## config.mk

```make
export PLATFORM = sky130hd
export DESIGN_NAME = positional_list_buffer
export DESIGN_NICKNAME = d
export VERILOG_FILES = /design/src/sv/plb_pkg.sv /design/src/sv/positional_list_buffer.sv
export SDC_FILE = /design/constraint.sdc
export NUM_CORES = 1
export LEC_CHECK = 0
export BUFFER_PORTS_ARGS = -buffer_cell sky130_fd_sc_hd__buf_2
export CAP_MARGIN = 15
export CORE_ASPECT_RATIO = 0.7
export CORE_MARGIN = 8
export CORE_UTILIZATION = 30
export CTS_CLUSTER_DIAMETER = 30
export DETAILED_ROUTE_END_ITERATION = 10
export MAX_ROUTING_LAYER = met4
export SKIP_LAST_GASP = 1
export SYNTH_ARGS = -nofsm -noshare
export SYNTH_HDL_FRONTEND = slang
export SYNTH_SLANG_ARGS = --single-unit
```

## constraint.sdc

```tcl
create_clock -name clk -period 3.24 [get_ports clk]
set_input_delay 0.324 -clock clk [delete_from_list [all_inputs] [get_ports clk]]
set_output_delay 0.324 -clock clk [all_outputs]
set_load 0.1 [all_outputs]
```

## src/sv/plb_pkg.sv

```systemverilog
`default_nettype none
// ----------------------------------------------------------------------------
// plb_pkg
// Shared types, sizes and codes for the positional list buffer.
// ----------------------------------------------------------------------------
package plb_pkg;

  localparam int DEPTH     = 16;
  localparam int CNT_W     = $clog2(DEPTH + 1);
  localparam int KIND_W    = 2;
  localparam int VALUE_W   = 32;
  localparam int POS_W     = 5;
  localparam int STATUS_W  = 2;
  localparam int ICOUNT_W  = 5;
  localparam int CMP_W     = (CNT_W > POS_W) ? CNT_W : POS_W;

  typedef logic [KIND_W-1:0]   kind_t;
  typedef logic [STATUS_W-1:0] status_t;
  typedef logic [VALUE_W-1:0]  slot_t;
  typedef logic [CNT_W-1:0]    count_t;

  localparam kind_t KIND_APPEND    = 2'd0;
  localparam kind_t KIND_INSERT    = 2'd1;
  localparam kind_t KIND_DROP_TAIL = 2'd2;
  localparam kind_t KIND_DROP_AT   = 2'd3;

  localparam status_t ST_DONE  = 2'd0;
  localparam status_t ST_EMPTY = 2'd1;
  localparam status_t ST_RANGE = 2'd2;
  localparam status_t ST_FULL  = 2'd3;

endpackage
`default_nettype wire

```

## src/sv/positional_list_buffer.sv

```systemverilog
`default_nettype none
// ----------------------------------------------------------------------------
// positional_list_buffer
// Ordered list of signed values with append, insert, remove-tail and
// remove-at requests; every request returns a status and the new count.
// From start to done a request passes the request register, then the result register.
// Throughput: one transaction per cycle; busy is always low.
// The slot array shifts the affected entries in parallel in the result cycle.
// Reset (rst, synchronous): list empty, no result pending.
// Results cannot be stalled by the receiver.
// ----------------------------------------------------------------------------
module positional_list_buffer
  import plb_pkg::*;
(
  input  wire logic                 clk,
  input  wire logic                 rst,
  input  wire logic                 start,
  output logic                      busy,
  input  wire logic [KIND_W-1:0]    kind,
  input  wire logic signed [VALUE_W-1:0] value,
  input  wire logic [POS_W-1:0]     position,
  output logic                      done,
  output logic [STATUS_W-1:0]       status,
  output logic [ICOUNT_W-1:0]       item_count
);

  logic             req_valid;
  kind_t            req_kind;
  slot_t            req_value;
  logic [POS_W-1:0] req_position;

  slot_t   slots      [DEPTH];
  slot_t   slots_next [DEPTH];
  count_t  fill_count;
  count_t  fill_count_next;
  status_t status_next;

  logic             is_empty;
  logic             is_full;
  logic             pos_bad;
  logic [CMP_W-1:0] pos_ext;
  logic [CMP_W-1:0] pos_m1;
  logic [CMP_W-1:0] cnt_ext;

  assign busy = 1'b0;

  always_ff @(posedge clk) begin
    if (rst) begin
      req_valid <= 1'b0;
    end else begin
      req_valid <= start;
    end
    req_kind     <= kind;
    req_value    <= slot_t'(value);
    req_position <= position;
  end

  assign pos_ext  = CMP_W'(req_position);
  assign cnt_ext  = CMP_W'(fill_count);
  assign pos_m1   = pos_ext - CMP_W'(1);
  assign is_empty = (fill_count == '0);
  assign is_full  = (fill_count >= count_t'(DEPTH));
  assign pos_bad  = (pos_ext == '0) || (pos_ext > cnt_ext);

  always_comb begin
    status_next     = ST_DONE;
    fill_count_next = fill_count;
    for (int i = 0; i < DEPTH; i++) begin
      slots_next[i] = slots[i];
    end
    case (req_kind)
      KIND_APPEND: begin
        if (is_full) begin
          status_next = ST_FULL;
        end else begin
          for (int i = 0; i < DEPTH; i++) begin
            if (count_t'(i) == fill_count) slots_next[i] = req_value;
          end
          fill_count_next = fill_count + count_t'(1);
        end
      end
      KIND_INSERT: begin
        if (is_empty) begin
          slots_next[0]   = req_value;
          fill_count_next = count_t'(1);
        end else if (is_full) begin
          status_next = ST_FULL;
        end else if (pos_bad) begin
          status_next = ST_RANGE;
        end else begin
          for (int i = 0; i < DEPTH; i++) begin
            if (CMP_W'(i) == pos_m1) begin
              slots_next[i] = req_value;
            end else if (i > 0 && CMP_W'(i) > pos_m1) begin
              slots_next[i] = slots[(i > 0) ? i - 1 : 0];
            end
          end
          fill_count_next = fill_count + count_t'(1);
        end
      end
      KIND_DROP_TAIL: begin
        if (is_empty) begin
          status_next = ST_EMPTY;
        end else begin
          fill_count_next = fill_count - count_t'(1);
        end
      end
      KIND_DROP_AT: begin
        if (is_empty) begin
          status_next = ST_EMPTY;
        end else if (pos_bad) begin
          status_next = ST_RANGE;
        end else begin
          for (int i = 0; i < DEPTH - 1; i++) begin
            if (CMP_W'(i) >= pos_m1) slots_next[i] = slots[i + 1];
          end
          fill_count_next = fill_count - count_t'(1);
        end
      end
      default: begin
        status_next = ST_DONE;
      end
    endcase
  end

  always_ff @(posedge clk) begin
    if (rst) begin
      fill_count <= '0;
      done       <= 1'b0;
    end else begin
      done <= req_valid;
      if (req_valid) begin
        fill_count <= fill_count_next;
      end
    end
    if (req_valid) begin
      for (int i = 0; i < DEPTH; i++) begin
        slots[i] <= slots_next[i];
      end
      status     <= status_next;
      item_count <= ICOUNT_W'(fill_count_next);
    end
  end

  a_count_bound: assert property (@(posedge clk) disable iff (rst)
    fill_count <= count_t'(DEPTH))
    else $error("fill count above depth");

  a_result_latency: assert property (@(posedge clk) disable iff (rst)
    start |=> ##1 done)
    else $error("accepted transaction gave no result");

  a_count_matches: assert property (@(posedge clk) disable iff (rst)
    done |-> item_count == ICOUNT_W'(fill_count))
    else $error("reported count differs from stored count");

  a_empty_status: assert property (@(posedge clk) disable iff (rst)
    done && status == ST_EMPTY |-> item_count == '0)
    else $error("empty status with nonzero count");

endmodule
`default_nettype wire
```

==> metrics <==
outcome=complete, no violations; post-synthesis xor/xnor area fraction=0.0322; Die Ht=between 70 and 80 um; hold buffer count at CTS=0; main area contributors after synthesis=dfxtp_1 (21%), edfxtp_1 (15%), ha_1 (6.4%), a21oi_1 (3.3%), a21o_1 (3.3%); WHS Endpoint=req_kind[1]$_DFF_P_; Root Buffer=clkbuf_8; Cell Rows=20; final count of negative-setup-slack endpoints=0; FF+latch count, synth=21; final critical-path share of the clock period=0.847; CTS tree=built; critical-path maximum fanout=11; CP arrival=just under 3 ns; crit-path cells=inv_1 -> ha_1 -> nor2b_1 -> o21bai_1 -> a21oi_1 -> o21ai_1 -> and4_1 -> a311oi_1; Tightest Hold Check Type=input pin to register; pin count of the biggest net entering global routing=26; Clk Latency, worst-skew pair=around 0.26 ns; Max Cap Violations=0; mux contribution to synthesized area=0; antenna viol nets, final=0; total negative slack=0 ns; wire per inst=~15 um; fin. max-slew vios=0; post-detail-place hpwl=about 2300 um; sequential area share after synthesis=0.361; r2r startpoint=cnt_ext[1]$_SDFFE_PP0P_; slowest stage delay, CP=0.75 ns; Clock transition at path regs=about 0.080 ns; Post-synth ARST share=0; Yosys warning total=0; DR top layer=met4; Final Skew=approximately 0.0035 ns; die area=roughly 7000 um2; wl on met1=1610 um; Top FF cell, synth=dfxtp_1; FF-to-FF setup slack=between 0.4 and 0.5 ns; RD Place Congestion=0.812; WL met2=approximately 1400 um; area share of the largest cell type after synthesis=0.206; Commonest cells post-synth=dfxtp_1 (14), a21oi_1 (9), inv_1 (9); Post-synth EDFFs=7; crit path kind=register to register; Max Buffers Root-to-Sink=2; Post-DP Area=1470 um2; initial antenna violation count=0; H-tree levels=1; First DRT Iteration DRCs=94; RSZ-0062 raised after global routing=no; cell taking the most area after synthesis=dfxtp_1; Die Span X=slightly below 100 um; drc violations=0; Worst-Margin Slew=around 0.92 ns; P&R area growth vs syn=11.7%; Setup Buffers After CTS=0; power per cell area=roughly 410 nW/um2; average size of a mapped cell=9.38 um2; CTS Buf Count=3; PostCTS Resize Cnt=0; Leak=just over 0.6 nW; Antenna diodes=0; Crit. End Element=register; Synth Area in Simple Gates=0.208; worst r2r dst=cnt_ext[4]$_SDFFE_PP0P_; via count=about 1.1k; Worst Hold Depth=1; met3 routed WL=209 um; post-synth net total=between 150 and 200; Tot Pwr=roughly 0.63 mW; largest family of logic cells by synthesized area=compound AO/OA/AOI/OAI gates; first-pass GRT wire length=~5500 um; count of cell types in the netlist=52; Mapped Cells=between 100 and 150; number of buffers added on ports=17; Slowest cell on crit path=a21oi_1; first drt pass iteration count=4; CP Data Required Time=about 3.4 ns; relative slew slack=0.387; Core ar.=approximately 4400 um2; global route overflow=0; compound-gate portion of the synthesized area=0.260; drt total wl=between 3000 and 4000 um; synthesized area=between 1000 and 1500 um2; Critical Path Start=cnt_ext[1]$_SDFFE_PP0P_; I/O pin total=51; via count of the first global-routing pass=approximately 1.1k; Initial Util=0.312; crit path time final=about 2.7 ns; Peak VDD IR=approximately 0.12 mV; CP Launch Type=register; top-count cell post-synth=dfxtp_1; min-delay src=kind[1]; clock sinks=21; final hold viol count=0; gr usage total=0.102; via density per instance=between 5 and 6; r2r worst-path depth=8; fin area=1520 um2; Post-Synth Adder-Cell Area=0.0644; layout cell share with drive strength beyond 1=0.195; Post-layout nets=~210; Peak Freq=approximately 360 MHz
cells in the final DEF, fill, tap and decap left out, types with 2 or more instances in the layout:
master / count
ha_1: 7
dfxtp_1: 14
xnor2_1: 4
a21o_1: 6
nor2b_1: 6
nand2b_1: 2
o31ai_1: 5
a21oi_1: 9
nor2_1: 8
clkbuf_8: 3
edfxtp_1: 7
nor3_1: 6
buf_4: 3
nand2_1: 3
nand3_1: 5
a221o_1: 2
a311oi_1: 2
buf_2: 17
inv_1: 9
a211o_1: 2
o22ai_1: 2
o21ai_0: 7
cell type report:
class                           instances  area (um2)
Fill cell                             470        2840
Timing Repair Buffer                   20         108
Tap cell                               55        68.8
Clock inverter                          1        5.00
Sequential cell                        21         490
Inverter                                9        33.8
Clock buffer                            3        41.3
Multi-Input combinational cell        105         772
state kept, by name (all words and copies together), names as in the netlist:
signal,cells
cnt_ext,5
item_count,5
pos_ext,5
req_kind,2
status,2
done,1
req_valid,1
power by group:
group	internal (mW)	leakage [nW]	switching [mW]	total [mW]
Sequential	0.286	0.183	0.0182	0.305
Combinational	0.0494	0.400	0.101	0.150
Clock	0.0858	0.0255	0.0896	0.175
Total	0.422	0.609	0.209	0.630
cell families after synthesis:
kind of cell,after synthesis
buffers and inverters,19
adders and majority gates,7
DFF,21
AOI/OAI and AO/OA,49
xor gates and xnor gates,5
other,1
and+or+nand+nor,43
how the worst max path moves through the flow:
stage | to | slack, ns | depth (start not counted)
2_1_floorplan | item_count[3]$_DFFE_PP_ | 0.86 | 10
3_3_place_gp | item_count[1]$_DFFE_PP_ | 0.64 | 8
3_5_place_dp | cnt_ext[4]$_SDFFE_PP0P_ | 0.56 | 8
4_1_cts | cnt_ext[4]$_SDFFE_PP0P_ | 0.52 | 8
5_1_grt | cnt_ext[4]$_SDFFE_PP0P_ | 0.18 | 8
6_report | cnt_ext[4]$_SDFFE_PP0P_ | 0.50 | 8
worst max-delay path: cells and delay by family (launching register included):
| family | cells | cell delay [ns] |
|---|---|---|
| flops | 1 | 0.45 |
| simple gates | 2 | 0.41 |
| fa+ha+maj | 1 | 0.31 |
| buf+inv | 1 | 0.14 |
| compound gates | 4 | 1.34 |
per-layer routing:
metal  up-vias  global-route usage
met3         2              0.0278
met5         -                   -
li1        571                   -
met2        35               0.143
met4         0              0.0318
met1       532               0.138
through the flow:
stage                     hold slack (ns)  setup WS (ns)  std cells  utilization
after detailed placement            0.428          0.563        210        0.338
after global routing                0.139          0.185        214        0.349
after global placement              0.427          0.637        210        0.338
after CTS                           0.147          0.517        214        0.349
after floorplan                     0.352          0.860        145            -
final                               0.152          0.495        214        0.349
(Power assumes the default switching activity.)
